[src/rtl/core/mbd_pkg.sv]
// Shared types, constants and pitch table for the melody byte decoder.
package mbd_pkg;

  localparam logic [15:0] BEAT_DIVIDEND = 16'd60000;
  localparam logic [15:0] DUR_MAX       = 16'hFFFF;
  localparam logic [4:0]  DIV_STEPS     = 5'd16;
  localparam logic [3:0]  NOTE_EXT      = 4'hE;
  localparam logic [3:0]  NOTE_REST     = 4'hF;
  localparam logic [7:0]  PITCH_ENTRIES = 8'd48;

  localparam logic [7:0] PITCH_TABLE [48] = '{
    8'd118, 8'd112, 8'd105, 8'd99, 8'd94, 8'd88, 8'd83, 8'd79, 8'd74, 8'd70, 8'd66, 8'd62,
    8'd59,  8'd55,  8'd52,  8'd49, 8'd46, 8'd44, 8'd41, 8'd39, 8'd37, 8'd35, 8'd33, 8'd31,
    8'd29,  8'd27,  8'd26,  8'd24, 8'd23, 8'd21, 8'd20, 8'd19, 8'd18, 8'd17, 8'd16, 8'd15,
    8'd14,  8'd13,  8'd12,  8'd12, 8'd11, 8'd10, 8'd10, 8'd9,  8'd8,  8'd8,  8'd7,  8'd7
  };

  typedef enum logic [1:0] {
    ST_IDLE,
    ST_DECODE,
    ST_DIV,
    ST_FORM
  } state_e;

  typedef enum logic [1:0] {
    PH_OCTAVE,
    PH_BEAT,
    PH_NOTE,
    PH_EXT
  } phase_e;

  typedef struct packed {
    logic latch_byte;
    logic load_octave;
    logic div_start;
    logic load_beat;
    logic save_pending;
    logic calc_note;
    logic use_ext;
    logic mark_end;
    logic load_result;
  } cmd_t;

  typedef struct packed {
    logic byte_zero;
    logic ext_marker;
    logic div_done;
    logic out_full;
  } sts_t;

  function automatic logic [7:0] pitch_lookup(input logic [5:0] idx);
    logic [7:0] val;
    val = 8'd0;
    if ({2'b00, idx} < PITCH_ENTRIES) begin
      val = PITCH_TABLE[idx];
    end
    return val;
  endfunction

endpackage

[src/rtl/core/mbd_if.sv]
// Request and result channel interfaces of the melody byte decoder.
interface mbd_in_if;
  logic       valid;
  logic       ready;
  logic [7:0] melody_byte;

  modport source (output valid, output melody_byte, input ready);
  modport sink   (input valid, input melody_byte, output ready);
endinterface

interface mbd_out_if;
  logic        valid;
  logic        ready;
  logic        tone_on;
  logic [7:0]  compare_value;
  logic [15:0] duration_ticks;
  logic        index_error;
  logic        melody_end;

  modport source (output valid, output tone_on, output compare_value,
                  output duration_ticks, output index_error, output melody_end,
                  input ready);
  modport sink   (input valid, input tone_on, input compare_value,
                  input duration_ticks, input index_error, input melody_end,
                  output ready);
endinterface

[src/rtl/core/mbd_ctrl.sv]
// Controller: parse phase and per-request sequencing of the datapath.
module mbd_ctrl
  import mbd_pkg::*;
(
  input  logic clk_i,
  input  logic rst_ni,
  input  logic in_valid_i,
  output logic in_ready_o,
  input  sts_t sts_i,
  output cmd_t cmd_o
);

  state_e state_q, state_d;
  phase_e phase_q, phase_d;

  always_ff @(posedge clk_i or negedge rst_ni) begin
    if (!rst_ni) begin
      state_q <= ST_IDLE;
      phase_q <= PH_OCTAVE;
    end else begin
      state_q <= state_d;
      phase_q <= phase_d;
    end
  end

  always_comb begin
    state_d    = state_q;
    phase_d    = phase_q;
    cmd_o      = '0;
    in_ready_o = 1'b0;
    unique case (state_q)
      ST_IDLE: begin
        in_ready_o = 1'b1;
        if (in_valid_i) begin
          cmd_o.latch_byte = 1'b1;
          state_d          = ST_DECODE;
        end
      end
      ST_DECODE: begin
        unique case (phase_q)
          PH_OCTAVE: begin
            cmd_o.load_octave = 1'b1;
            phase_d           = PH_BEAT;
            state_d           = ST_IDLE;
          end
          PH_BEAT: begin
            cmd_o.div_start = 1'b1;
            state_d         = ST_DIV;
          end
          PH_NOTE: begin
            if (sts_i.byte_zero) begin
              cmd_o.calc_note = 1'b1;
              cmd_o.mark_end  = 1'b1;
              phase_d         = PH_OCTAVE;
              state_d         = ST_FORM;
            end else if (sts_i.ext_marker) begin
              cmd_o.save_pending = 1'b1;
              phase_d            = PH_EXT;
              state_d            = ST_IDLE;
            end else begin
              cmd_o.calc_note = 1'b1;
              state_d         = ST_FORM;
            end
          end
          PH_EXT: begin
            cmd_o.calc_note = 1'b1;
            cmd_o.use_ext   = 1'b1;
            phase_d         = PH_NOTE;
            state_d         = ST_FORM;
          end
        endcase
      end
      ST_DIV: begin
        if (sts_i.div_done) begin
          cmd_o.load_beat = 1'b1;
          phase_d         = PH_NOTE;
          state_d         = ST_IDLE;
        end
      end
      ST_FORM: begin
        if (!sts_i.out_full) begin
          cmd_o.load_result = 1'b1;
          state_d           = ST_IDLE;
        end
      end
    endcase
  end

endmodule

[src/rtl/core/mbd_datapath.sv]
// Datapath: byte latch, tempo divider, duration and pitch logic, result register.
module mbd_datapath
  import mbd_pkg::*;
(
  input  logic        clk_i,
  input  logic        rst_ni,
  input  cmd_t        cmd_i,
  output sts_t        sts_o,
  input  logic [7:0]  melody_byte_i,
  input  logic        out_ready_i,
  output logic        out_valid_o,
  output logic        tone_on_o,
  output logic [7:0]  compare_value_o,
  output logic [15:0] duration_ticks_o,
  output logic        index_error_o,
  output logic        melody_end_o
);

  logic [7:0]  byte_q;
  logic [3:0]  octave_q;
  logic [15:0] beat_q;
  logic [15:0] pending_q;

  // restoring divider, one quotient bit per cycle
  logic [15:0] num_q;
  logic [15:0] quo_q;
  logic [7:0]  rem_q;
  logic [4:0]  cnt_q;
  logic [8:0]  trial;
  logic        fits;

  // decoded note
  logic [15:0] dur_q;
  logic [7:0]  sum_q;
  logic        rest_q;
  logic        end_q;

  logic        out_valid_q;
  logic        tone_q;
  logic [7:0]  cmp_q;
  logic [15:0] dur_out_q;
  logic        err_q;
  logic        end_out_q;

  logic [15:0] shifted;
  logic [16:0] dotted;
  logic [15:0] dur_calc;
  logic [3:0]  note_oct;
  logic [3:0]  note_nib;
  logic [7:0]  sum_calc;
  logic        idx_bad;
  logic        play;
  logic [7:0]  idx_m1;

  assign trial = {rem_q, num_q[15]};
  assign fits  = trial >= {1'b0, byte_q};

  assign shifted = beat_q >> byte_q[7:5];
  assign dotted  = {1'b0, shifted} + {2'b00, shifted[15:1]};
  assign dur_calc = !byte_q[4] ? shifted : (dotted[16] ? DUR_MAX : dotted[15:0]);

  assign note_oct = cmd_i.use_ext ? byte_q[7:4] : octave_q;
  assign note_nib = byte_q[3:0];
  assign sum_calc = {1'b0, note_oct, 3'b000} + {2'b00, note_oct, 2'b00} + {4'b0000, note_nib};

  assign idx_bad = (sum_q == 8'd0) || (sum_q > PITCH_ENTRIES);
  assign play    = !end_q && !rest_q && !idx_bad;
  assign idx_m1  = sum_q - 8'd1;

  assign sts_o.byte_zero  = byte_q == 8'd0;
  assign sts_o.ext_marker = byte_q[3:0] == NOTE_EXT;
  assign sts_o.div_done   = cnt_q == 5'd0;
  assign sts_o.out_full   = out_valid_q && !out_ready_i;

  always_ff @(posedge clk_i or negedge rst_ni) begin
    if (!rst_ni) begin
      octave_q  <= '0;
      beat_q    <= '0;
      pending_q <= '0;
      cnt_q     <= '0;
    end else begin
      if (cmd_i.load_octave) begin
        octave_q <= byte_q[3:0];
      end
      if (cmd_i.load_beat) begin
        beat_q <= (byte_q == 8'd0) ? DUR_MAX : quo_q;
      end
      if (cmd_i.save_pending) begin
        pending_q <= dur_calc;
      end
      if (cmd_i.div_start) begin
        cnt_q <= DIV_STEPS;
      end else if (cnt_q != 5'd0) begin
        cnt_q <= cnt_q - 5'd1;
      end
    end
  end

  always_ff @(posedge clk_i) begin
    if (cmd_i.latch_byte) begin
      byte_q <= melody_byte_i;
    end
    if (cmd_i.div_start) begin
      num_q <= BEAT_DIVIDEND;
      quo_q <= '0;
      rem_q <= '0;
    end else if (cnt_q != 5'd0) begin
      num_q <= {num_q[14:0], 1'b0};
      quo_q <= {quo_q[14:0], fits};
      rem_q <= fits ? 8'(trial - {1'b0, byte_q}) : trial[7:0];
    end
    if (cmd_i.calc_note) begin
      dur_q  <= cmd_i.mark_end ? 16'd0 : (cmd_i.use_ext ? pending_q : dur_calc);
      sum_q  <= sum_calc;
      rest_q <= note_nib == NOTE_REST;
      end_q  <= cmd_i.mark_end;
    end
  end

  always_ff @(posedge clk_i or negedge rst_ni) begin
    if (!rst_ni) begin
      out_valid_q <= 1'b0;
    end else if (cmd_i.load_result) begin
      out_valid_q <= 1'b1;
    end else if (out_ready_i) begin
      out_valid_q <= 1'b0;
    end
  end

  always_ff @(posedge clk_i) begin
    if (cmd_i.load_result) begin
      tone_q    <= play;
      cmp_q     <= play ? pitch_lookup(idx_m1[5:0]) : 8'd0;
      dur_out_q <= dur_q;
      err_q     <= !end_q && !rest_q && idx_bad;
      end_out_q <= end_q;
    end
  end

  assign out_valid_o      = out_valid_q;
  assign tone_on_o        = tone_q;
  assign compare_value_o  = cmp_q;
  assign duration_ticks_o = dur_out_q;
  assign index_error_o    = err_q;
  assign melody_end_o     = end_out_q;

`ifndef SYNTHESIS
  a_load_when_free: assert property (@(posedge clk_i) disable iff (!rst_ni)
    cmd_i.load_result |-> !(out_valid_q && !out_ready_i))
    else $error("result loaded over an untaken result");

  a_result_valid: assert property (@(posedge clk_i) disable iff (!rst_ni)
    cmd_i.load_result |=> out_valid_q)
    else $error("loaded result not presented");

  a_div_count: assert property (@(posedge clk_i) disable iff (!rst_ni)
    cnt_q <= DIV_STEPS)
    else $error("divider step count out of range");

  a_end_silent: assert property (@(posedge clk_i) disable iff (!rst_ni)
    (out_valid_q && end_out_q) |-> (!tone_q && !err_q && dur_out_q == 16'd0))
    else $error("end result carries note data");
`endif

endmodule

[src/rtl/core/melody_byte_decoder.sv]
// Top level of the melody byte decoder: channels, controller and datapath.
//
// Usage: coded melody bytes enter on req_i, one byte per request; note
// commands leave on rsp_o. Both channels use valid/ready, a transfer
// happening on a clock edge with both high.
// Stream layout: an octave header byte, a tempo header byte, then note
// bytes; a note byte with low nibble 0xE is followed by an extension byte
// carrying octave and note. A zero note byte ends the melody, yields an
// end result and the decoder expects a new header.
// Sequencing: header and extension-marker bytes give no result. The tempo
// byte runs a restoring divider, one quotient bit a cycle, before the next
// byte is accepted. Other note bytes pass the decode and form steps; the
// result is registered onto rsp_o in the form step.
// The result register decouples the channels: a new byte is accepted while
// a result still waits; the decoder only holds in its final step when the
// previous result has not been taken yet.
// Reset (rst_ni low, asynchronous) clears the parse phase to expect the
// octave header and drops any pending result; no clearing pass is needed.
module melody_byte_decoder
  import mbd_pkg::*;
(
  input  logic     clk_i,
  input  logic     rst_ni,
  mbd_in_if.sink   req_i,
  mbd_out_if.source rsp_o
);

  cmd_t cmd;
  sts_t sts;

  // phase tracking and sequencing
  mbd_ctrl u_ctrl (
    .clk_i      (clk_i),
    .rst_ni     (rst_ni),
    .in_valid_i (req_i.valid),
    .in_ready_o (req_i.ready),
    .sts_i      (sts),
    .cmd_o      (cmd)
  );

  // arithmetic, tables and the result register
  mbd_datapath u_datapath (
    .clk_i            (clk_i),
    .rst_ni           (rst_ni),
    .cmd_i            (cmd),
    .sts_o            (sts),
    .melody_byte_i    (req_i.melody_byte),
    .out_ready_i      (rsp_o.ready),
    .out_valid_o      (rsp_o.valid),
    .tone_on_o        (rsp_o.tone_on),
    .compare_value_o  (rsp_o.compare_value),
    .duration_ticks_o (rsp_o.duration_ticks),
    .index_error_o    (rsp_o.index_error),
    .melody_end_o     (rsp_o.melody_end)
  );

endmodule

[src/flat_wrapper.sv]
// flat-port wrapper written by rule: the top's interface ports become plain ports
module melody_byte_decoder_flat import mbd_pkg::*;
  (clk_i, rst_ni, req_i_valid, req_i_melody_byte, req_i_ready, rsp_o_valid, rsp_o_tone_on, rsp_o_compare_value, rsp_o_duration_ticks, rsp_o_index_error, rsp_o_melody_end, rsp_o_ready);
  mbd_in_if req_i_i ();
  mbd_out_if rsp_o_i ();
  input  logic clk_i;
  input  logic rst_ni;
  input wire logic [$bits(req_i_i.valid)-1:0] req_i_valid;
  input wire logic [$bits(req_i_i.melody_byte)-1:0] req_i_melody_byte;
  output wire logic [$bits(req_i_i.ready)-1:0] req_i_ready;
  output wire logic [$bits(rsp_o_i.valid)-1:0] rsp_o_valid;
  output wire logic [$bits(rsp_o_i.tone_on)-1:0] rsp_o_tone_on;
  output wire logic [$bits(rsp_o_i.compare_value)-1:0] rsp_o_compare_value;
  output wire logic [$bits(rsp_o_i.duration_ticks)-1:0] rsp_o_duration_ticks;
  output wire logic [$bits(rsp_o_i.index_error)-1:0] rsp_o_index_error;
  output wire logic [$bits(rsp_o_i.melody_end)-1:0] rsp_o_melody_end;
  input wire logic [$bits(rsp_o_i.ready)-1:0] rsp_o_ready;
  assign req_i_i.valid = req_i_valid;
  assign req_i_i.melody_byte = req_i_melody_byte;
  assign req_i_ready = req_i_i.ready;
  assign rsp_o_valid = rsp_o_i.valid;
  assign rsp_o_tone_on = rsp_o_i.tone_on;
  assign rsp_o_compare_value = rsp_o_i.compare_value;
  assign rsp_o_duration_ticks = rsp_o_i.duration_ticks;
  assign rsp_o_index_error = rsp_o_i.index_error;
  assign rsp_o_melody_end = rsp_o_i.melody_end;
  assign rsp_o_i.ready = rsp_o_ready;
  melody_byte_decoder u_core (.clk_i(clk_i), .rst_ni(rst_ni), .req_i(req_i_i), .rsp_o(rsp_o_i));
endmodule
[config.mk]
export PLATFORM = sky130hd
export DESIGN_NAME = melody_byte_decoder_flat
export DESIGN_NICKNAME = d
export VERILOG_FILES = /design/src/rtl/core/mbd_pkg.sv /design/src/rtl/core/mbd_if.sv /design/src/rtl/core/mbd_ctrl.sv /design/src/rtl/core/mbd_datapath.sv /design/src/rtl/core/melody_byte_decoder.sv /design/src/flat_wrapper.sv
export SDC_FILE = /design/constraint.sdc
export NUM_CORES = 1
export LEC_CHECK = 0
export ABC_AREA = 1
export BUFFER_PORTS_ARGS = -buffer_cell sky130_fd_sc_hd__buf_4
export CORE_AREA = 2 2 134 136
export CTS_BUF_LIST = sky130_fd_sc_hd__clkbuf_16
export DETAILED_ROUTE_END_ITERATION = 12
export DIE_AREA = 0 0 136 138
export PLACE_DENSITY = 0.66
export REMOVE_ABC_BUFFERS = 1
export SYNTH_ARGS = -nofsm -noshare
export SYNTH_HDL_FRONTEND = slang
export SYNTH_SLANG_ARGS = --single-unit
export TNS_END_PERCENT = 100
[constraint.sdc]
create_clock -name clk_i -period 3.7 [get_ports clk_i]
set_clock_uncertainty 0.1 [all_clocks]
set_input_delay 0.74 -clock clk_i [delete_from_list [all_inputs] [get_ports clk_i]]
set_output_delay 0.74 -clock clk_i [all_outputs]
set_load 0.02 [all_outputs]
# ---- After elaboration in Yosys (flattened, before gate mapping)
# Memories as Yosys holds them, arrays and structs flattened. A register that Yosys moved wholly into a read port is not among the register bits.
# Index checks and enable logic that the tools add are counted.
dict set report classes {
  n_addsub 6
  n_lt_le_gt_ge 3
  n_eq_ne 13
  shifts 1
  muxes 42
  bitwise 1
  n_reduce_logical 22
}
# op n
set op_table {}
lappend op_table {{two-way mux 16 bit} 4}
lappend op_table {{two-way mux 1 bit} 19}
lappend op_table {{two-way mux 2 bit} 9}
lappend op_table {{adder 16 x 15 -> 17 bit} 1}
lappend op_table {{logical NOT 8 bit} 2}
lappend op_table {{one-hot mux 2 bit (4 select lines)} 2}
lappend op_table {{>> shifter 16 x 3 -> 16 bit} 1}
lappend op_table {{two-way mux 5 bit} 2}
lappend op_table {{greater-or-equal comparator 9 x 8 -> 1 bit} 1}
lappend op_table {{adder 7 x 6 -> 8 bit} 1}
lappend op_table {{adder 8 x 4 -> 8 bit} 1}
lappend op_table {{equality test 2 bit (second input constant)} 4}
lappend op_table {{equality test 4 bit (second input constant)} 2}
lappend op_table {{greater-than comparator 8 x 6 -> 1 bit (second input constant)} 1}
lappend op_table {{two-way mux 4 bit} 2}
lappend op_table {{two-way mux 8 bit} 1}
lappend op_table {{subtractor 8 bit} 1}
lappend op_table {{NOT 6 -> 7 bit} 1}
lappend op_table {{less-than comparator 6 bit (second input constant)} 1}
lappend op_table {{one-hot mux 2 bit (3 select lines)} 1}
lappend op_table {{nonzero test 2 bit} 3}
lappend op_table {{subtractor 6 x 1 -> 6 bit (second input constant)} 1}
lappend op_table {{logical NOT 1 bit} 5}
lappend op_table {{logical NOT 5 bit} 1}
lappend op_table {{15 further kinds} 21}
dict set report word_totals {
  regBits 134
  romBits 512
  input_bits 12
  output_inout_bits 29
  n_memories 1
}
# name depth word_bits read_ports rd_clocked_by_memory_dff write_ports line_no
set memory_table {}
lappend memory_table {{(name not given)} 64 8 1 1 0 mbd_pkg.sv:55} ;# val = PITCH_TABLE[idx];

# ---- Longest topological paths before layout
# Gate-level depths: netlist (run 1).
dict set report depth {
  ltp_word 8
  depth_mapped 20
  ltp_nobuf 18
}

# ---- By module
# From an unflattened synthesis (run 1), not the netlist that was laid out.
dict set report unflattened {
  hier_cells 1093
  area_unflattened_um2 8557.0
}
# module n_inst cells_each area_per_inst_um2 seq_area_each_um2
set by_module_without_submodules {}
lappend by_module_without_submodules {mbd_datapath 1 1029 8184.1 3553.4}
lappend by_module_without_submodules {mbd_ctrl 1 64 372.9 100.1}

# ---- Worst setup path after synthesis (run 1)
# OpenSTA, ideal clock, no wires.
dict set report synth_path {
  path_type {register -> register}
  startpoint {register u_core.u_ctrl.state_q[1]}
  endpoint {register u_core.u_datapath.sum_q[5] (data pin)}
  setup_ps 258
  arrival_time_ps 2682
  slack_ps 661
  path_stages_with_launch 14
  path_buffers 1
  period_less_slack_ps 3039
  cell_sequence {dfrtp_1 > inv_1 > ha_1 > nand2_2 > nor2_4 > inv_2 > clkbuf_1 > nand2_1 > o21ai_1 > fa_1 > ha_1 > inv_1 > fa_1 > xnor2_1}
}
dict set report synth_via {
  elab_chain_cells 5
}
# item line_no
set synth_lines {}
lappend synth_lines {{from (decl)} mbd_ctrl.sv:13} ;# state_e state_q, state_d;
lappend synth_lines {{from (signal assigned)} mbd_ctrl.sv:21} ;# state_q <= state_d;
lappend synth_lines {{equality test 2 x 1 -> 1 bit} mbd_ctrl.sv:31} ;# unique case (state_q)
lappend synth_lines {{two-way mux 4 bit} mbd_ctrl.sv:31}
lappend synth_lines {{two-way mux 4 bit} mbd_datapath.sv:62} ;# assign note_oct = cmd_i.use_ext ? byte_q[7:4] : octave_q;
lappend synth_lines {{adder 7 x 6 -> 8 bit} mbd_datapath.sv:64} ;# assign sum_calc = {1'b0, note_oct, 3'b000} + {2'b00, note_oct, 2'b00} + {4'b0000, note_nib};
lappend synth_lines {{adder 8 x 4 -> 8 bit} mbd_datapath.sv:64}
lappend synth_lines {{via u_core.u_datapath.sum_calc[5]} mbd_datapath.sv:50} ;# logic [7:0] sum_calc;
lappend synth_lines {{to (signal assigned)} mbd_datapath.sv:114} ;# sum_q <= sum_calc;
lappend synth_lines {{to (decl)} mbd_datapath.sv:34} ;# logic [7:0] sum_q;
# The timed path passes the listed nets, and every way through them passes these cells.
# A chain may end at the register's enable or synchronous reset.

# ---- Final worst setup path (run 1)
dict set report layout_path {
  startpoint {register u_core.u_datapath.byte_q[5]}
  endpoint {register u_core.u_datapath.dur_q[9] (data pin)}
}
dict set report layout_via {
  elab_chain_cells 5
  word_cells_on_any_way 9
  cone_classes {add/sub (1); shift (1); mux (6); reduce/logical (1)}
}
# item line_no
set layout_lines {}
lappend layout_lines {{from (decl)} mbd_datapath.sv:19} ;# logic [7:0] byte_q;
lappend layout_lines {{from (signal assigned)} mbd_datapath.sv:101} ;# byte_q <= melody_byte_i;
lappend layout_lines {{>> shifter 16 x 3 -> 16 bit} mbd_datapath.sv:58} ;# assign shifted = beat_q >> byte_q[7:5];
lappend layout_lines {{adder 16 x 15 -> 17 bit} mbd_datapath.sv:59} ;# assign dotted = {1'b0, shifted} + {2'b00, shifted[15:1]};
lappend layout_lines {{two-way mux 16 bit (2 in series)} mbd_datapath.sv:60} ;# assign dur_calc = !byte_q[4] ? shifted : (dotted[16] ? DUR_MAX : dotted[15:0]);
lappend layout_lines {{two-way mux 16 bit} mbd_datapath.sv:113} ;# dur_q <= cmd_i.mark_end ? 16'd0 : (cmd_i.use_ext ? pending_q : dur_calc);
lappend layout_lines {{to (signal assigned)} mbd_datapath.sv:113}
lappend layout_lines {{to (decl)} mbd_datapath.sv:33} ;# logic [15:0] dur_q;
# Parallel ways exist; a longest one is shown, timed or not.

==> metrics.txt, run 1 <==
CORE AREA=about 0.018 mm2; placed cells=1300; CP most frequent cell=nand2_1; Avg WL per Cell=between 10 and 15 um; final setup violation count=0; Layout Nets=about 1200; CP Launch Type=register; # rows=49; Die Wd=136 um; DRC=0; Synth top cells by count=243 x nand2_1, 148 x inv_1, 74 x o21ai_1; PwrDens=roughly 910 mW/mm2; GR Overflow Total=0; DP Wirelength=around 13 mm; CTS Buf Count=17; clock network latency to the later pin of the worst-skew pair=0.42 ns; Root Buffer Master=clkbuf_16; Lkg Pwr=0.00453 uW; crit path max fanout=19; Avg Cell Area, Syn=just over 8 um2; max cap viols=0; Worst Hold Class=in2async; Mapped Area=between 0.008 and 0.009 mm2; setup bufs post-CTS=0; CTS tree=yes; top cells by area, synth=edfxtp_1 21%, dfrtp_1 14%, nand2_1 11%, dfxtp_1 8.2%, ha_1 7.2%; CTS clk-pin slew, worst paths=roughly 0.06 ns; final period utilization=0.900; Slew @ Worst Pin=approximately 1.1 ns; post-synth top area share=0.211; filler cell count in the final layout=1610; Max Slew Vio Count=0; CP Cell Sequence=nand2_1 > o21ai_1 > o21ai_1 > nand2_1 > nand3_1 > ha_1 > fa_1 > nand2_1 > nand2_1 > nand3_1 > nand2_2 > nand2_2 > nand3_2 > o21ai_1 > a21oi_1; CTS Sinks=between 100 and 150; Post-synth EDFFs=60; Post-Layout Cell Count=around 1300; sequential area share after synthesis=0.429; most frequent cell after synthesis=nand2_1; # port buffers=39; largest net degree at the start of global routing=47; total power=a little under 9000 uW; synthesized instance count=approximately 1100; Setup CP Type=reg2reg; P&R area growth vs syn=12.1%; Initial DRC Count=349; status=finished, final reports clean; Crit-path slowest cell=edfxtp_1; max_slew headroom=0.298; Yosys top cell by area=edfxtp_1; Global Route Usage Sum=0.195; post-route ant nets=0; Critical Path RT=3.75 ns; initial antenna violation count=0; #FFs+latches synth=141; crit end category=register; FFs w/ async S/R, synth=0.326; Worst path max stage delay=~0.66 ns; worst vdd ir=between 0.4 and 0.5 mV; Vias=between 6000 and 7000; vias in the first global route=6345; Clock Tree Buf Depth=2; Hold Vio Cnt, Final=0; total I/O pin count=41; die area=roughly 0.019 mm2; setup TNS=0 ns; total iterations of the first detailed-routing run=5; Starting Density=0.486; gpl congestion=slightly above 0.9; arrival time at the worst endpoint=around 3.4 ns; CTS H-tree lvls=4; layout cells sized above 1=0.141; die height=around 140 um; Cell variety after synth=54; cts-stage hold buffer count=0; final wirelength=17.6 mm; highest clock rate=between 300 and 400 MHz; CTS resizes=0; Main synth FF type=edfxtp_1; Warnings, synthesis=0; unrepaired setup endpoints after global routing=no; post-layout min period=approximately 3.3 ns; drt via density=between 5 and 6; n_diodes=0; global-route wire length before repair=30.0 mm
-- sequential cells by signal, indices dropped and copies added (netlist names), 11 cells and up --
name	flops
u_core.u_datapath.beat_q	16
u_core.u_datapath.dur_q	16
u_core.u_datapath.duration_ticks_o	16
u_core.u_datapath.pending_q	16
u_core.u_datapath.quo_q	16
u_core.u_datapath.num_q	11
-- worst paths after layout --
kind                                                               start                                              end  slack (ns)  cells after the start
min in group clk_i              u_core.u_datapath.dur_q[3]$_SDFFCE_PP0P_  u_core.u_datapath.duration_ticks_o[3]$_DFFE_PP_        0.32                      0
worst max-delay path               u_core.u_datapath.byte_q[5]$_DFFE_PP_         u_core.u_datapath.dur_q[9]$_SDFFCE_PP0P_        0.37                     15
max in group asynchronous                                         rst_ni       u_core.u_datapath.pending_q[9]$_DFFE_PN0P_        2.82                      1
worst min-delay path                                              rst_ni           u_core.u_datapath.cnt_q[2]$_DFFE_PN0P_        0.23                      1
worst max register to register     u_core.u_datapath.byte_q[5]$_DFFE_PP_         u_core.u_datapath.dur_q[9]$_SDFFCE_PP0P_        0.37                     15
worst min register to register  u_core.u_datapath.dur_q[3]$_SDFFCE_PP0P_  u_core.u_datapath.duration_ticks_o[3]$_DFFE_PP_        0.32                      0
-- power by group --
| part | total (uW) | switching, uW | leakage, uW | internal (uW) |
|---|---|---|---|---|
| sequential | 2790 | 344 | 0.00146 | 2450 |
| combinational | 4200 | 2680 | 0.00279 | 1530 |
| clock | 1660 | 673 | 0.000274 | 988 |
-- cell type report --
cell class / instances / area (um2) / area share
repair buffers: 49 / 368 / 0.0385
flip-flops and latches: 141 / 3650 / 0.382
well taps: 229 / 287 / 0.0300
clock inverters: 15 / 148 / 0.0155
multi-input cells: 712 / 4040 / 0.422
clock buffers: 17 / 425 / 0.0445
inverters: 169 / 639 / 0.0669
-- cell families (layout without fill, tap and decap cells) --
kind of cell | after synthesis | count (layout) | share of synthesized area
xor+xnor | 15 | 15 | 0.0185
buf+inv | 201 | 250 | 0.0984
other cells | 1 | 1 | 0.000440
fa+ha+maj | 53 | 53 | 0.0813
compound gates | 223 | 223 | 0.148
flops | 141 | 141 | 0.429
simple gates | 420 | 420 | 0.225
-- cells in the final DEF, fill, tap and decap left out, types with 4 or more instances in the layout --
cell / count
a22oi_1: 6
clkinvlp_4: 4
nor2_4: 7
clkbuf_16: 17
nand3_1: 64
or2_1: 4
inv_2: 19
nand4_1: 13
xnor2_1: 5
nor3_1: 5
nor2_1: 42
edfxtp_1: 60
o211ai_1: 7
dfrtp_1: 46
ha_1: 49
o21ai_2: 5
o22ai_1: 19
fa_1: 4
nand2_2: 10
o21ai_1: 74
xor2_1: 8
dfxtp_1: 35
nor2_2: 11
a21oi_2: 4
buf_4: 49
nand2_1: 243
inv_1: 149
nand3_2: 4
a21oi_1: 40
o21ai_0: 57
-- metrics by stage --
stage	cell area (um2)	setup slack (ns)	hold slack, ns	util
floorplan	8320	0.423	0.300	-
detailed placement	8980	0.395	0.305	0.512
global route	9560	0.0618	0.274	0.545
finish	9560	0.369	0.233	0.545
global placement	8980	0.456	0.301	0.512
CTS	9560	0.371	0.258	0.545
-- critical path, delay by kind of cell (launching register included) --
kind / cells / cell delay [ns]
DFF: 1 / 0.66
and+or+nand+nor: 9 / 0.93
adders and majority gates: 2 / 0.75
AOI/OAI and AO/OA: 4 / 0.62
-- per-layer routing --
| metal | vias up | part of all wire | global-route usage |
|---|---|---|---|
| met5 | - | 0 | 0 |
| met4 | 0 | 0.010 | 0.0461 |
| met3 | 14 | 0.040 | 0.0411 |
| met2 | 117 | 0.45 | 0.307 |
| met1 | 3076 | 0.50 | 0.278 |
| li1 | 3551 | - | - |
Note: power is estimated with default switching activity, not from simulation.
==> inputs of run 2 (changes only) <==
Settings changed: REMOVE_ABC_BUFFERS 1 to unset.
==> metrics.txt, run 2 (synthesis results as in run 1) <==
Critical Path RT=3.76 ns (about the same); Worst path top cell family by delay=simple AND/OR/NAND/NOR gates; CTS Buf Count=17 (unchanged); Syn Nets=1119; largest net degree at the start of global routing=47 (unchanged); n_diodes=0 (unchanged); final wirelength=18.2 mm (+3.5%); crit end category=register; PwrDens=907 mW/mm2 (about the same); Starting Density=0.486 (unchanged); gpl congestion=0.893 (-1.6%); DP Wirelength=13.8 mm (+4.7%); final worst slack=0.443 ns (+0.0742 ns); max_slew headroom=0.269 (-0.0292); Worst Hold Class=in2async; # rows=49 (unchanged); drt via density=5.10 (+0.59%); DR top layer=met4; Avg WL per Cell=13.7 um (+3.5%); total I/O pin count=41 (unchanged); CTS H-tree lvls=4 (unchanged); met3 routed WL=663 um (-6.2%); DRC=0 (unchanged); P&R area growth vs syn=12.0% (about the same); final period utilization=0.880 (-0.0201); setup TNS=0 ns (unchanged); die height=138 um (unchanged); CTS resizes=0 (unchanged); CP most frequent cell=nand2_1; initial antenna violation count=0 (unchanged); Layout Nets=1154 (-0.087%); max cap viols=0 (unchanged); Hold Vio Cnt, Final=0 (unchanged); final setup violation count=0 (unchanged); CTS clk-pin slew, worst paths=0.06 ns (about the same); met2 WL=8.57 mm (+8.5%); Die Wd=136 um (unchanged); worst vdd ir=0.435 mV (+4.9%); setup bufs post-CTS=0 (unchanged); worst path bufs/invs=1 (+1); Clock Tree Buf Depth=2 (unchanged); crit path max fanout=11 (-8); filler cell count in the final layout=1660 (+3.1%); layout cells sized above 1=0.141 (-0.000779); GR Overflow Total=0 (unchanged); Met1 Wirelength=8.62 mm (-1.9%); CP Launch Type=register; Setup CP Type=reg2reg; most frequent cells in the layout=243 x nand2_1, 148 x inv_1, 74 x o21ai_1; total iterations of the first detailed-routing run=5 (unchanged); reg2reg start=u_core.u_datapath.byte_q[6]$_DFFE_PP_; Crit-path slowest cell=edfxtp_1; unrepaired setup endpoints after global routing=no; final hold slack=0.253 ns (+0.0203 ns); CTS tree=yes; most common cell after layout, fill and taps aside=nand2_1; status=finished, final reports clean; highest clock rate=307 MHz (+2.3%); Root Buffer Master=clkbuf_16; Lkg Pwr=0.00453 uW (about the same); DP Worst Slack=0.429 ns (+0.0346 ns); total power=8660 uW (about the same); # port buffers=39 (unchanged); Slew @ Worst Pin=1.10 ns (+0.0438 ns); Worst path max stage delay=0.52 ns (-0.14 ns); clock network latency to the later pin of the worst-skew pair=0.42 ns (about the same); Vias=6793 (+0.52%); post-route ant nets=0 (unchanged); die area=0.0188 mm2 (unchanged); Global Route Usage Sum=0.205 (+0.00984); Max Slew Vio Count=0 (unchanged); vias in the first global route=6424 (+1.2%); arrival time at the worst endpoint=3.32 ns (-0.06 ns); cts-stage hold buffer count=0 (unchanged); post-layout min period=3.26 ns (-0.0742 ns); CORE AREA=0.0175 mm2 (unchanged); global-route wire length before repair=30.8 mm (+2.7%); Initial DRC Count=455 (+30%); worst setup path start=u_core.u_datapath.byte_q[6]$_DFFE_PP_; CP Cell Sequence=inv_2 > o21ai_1 > nand2_1 > nand3_1 > ha_1 > fa_1 > nand2_1 > nand2_1 > nand3_1 > nand2_2 > nand2_2 > nand2_4 > nor2_4 > nand3_1 > nand2_1 > a21oi_1; CTS Sinks=141 (unchanged)
run 2: layout make-up:
class                           count  area, um2  area share
Clock buffer                       17        425      0.0446
Clock inverter                     15        146      0.0153
Inverter                          169        639      0.0670
Multi-Input combinational cell    712       4040       0.423
Sequential cell                   141       3650       0.383
Tap cell                          229        287      0.0300
Timing Repair Buffer               48        360      0.0377
run 2: per-stage QoR:
stage	std cells	instance area, um2	util
after global routing	1331	9550	0.544
final	1331	9550	0.544
after global placement	1299	8970	0.512
after floorplan	1054	8520	-
after detailed placement	1299	8970	0.512
after CTS	1331	9550	0.544
run 2: power breakdown:
group	total [uW]	switching [uW]	internal [uW]
Sequential	2810	359	2450
Combinational	4220	2690	1520
Clock	1630	643	987
Total	8660	3700	4960
run 2: layer usage:
metal | vias up | global-route usage
met1 | 3113 | 0.278
met3 | 22 | 0.0374
li1 | 3548 | -
met5 | - | 0
met4 | 0 | 0.0707
met2 | 110 | 0.330
run 2: final timing paths:
check	endpoint	slack, ns	depth (start not counted)
max in group asynchronous	u_core.u_ctrl.state_q[1]$_DFFE_PN0P_	2.80	1
worst max-delay path	u_core.u_datapath.dur_q[14]$_SDFFCE_PP0P_	0.44	16
worst min register to register	u_core.u_datapath.duration_ticks_o[3]$_DFFE_PP_	0.32	0
worst max register to register	u_core.u_datapath.dur_q[14]$_SDFFCE_PP0P_	0.44	16
min in group clk_i	u_core.u_datapath.duration_ticks_o[3]$_DFFE_PP_	0.32	0
worst min-delay path	u_core.u_datapath.pending_q[13]$_DFFE_PN0P_	0.25	1
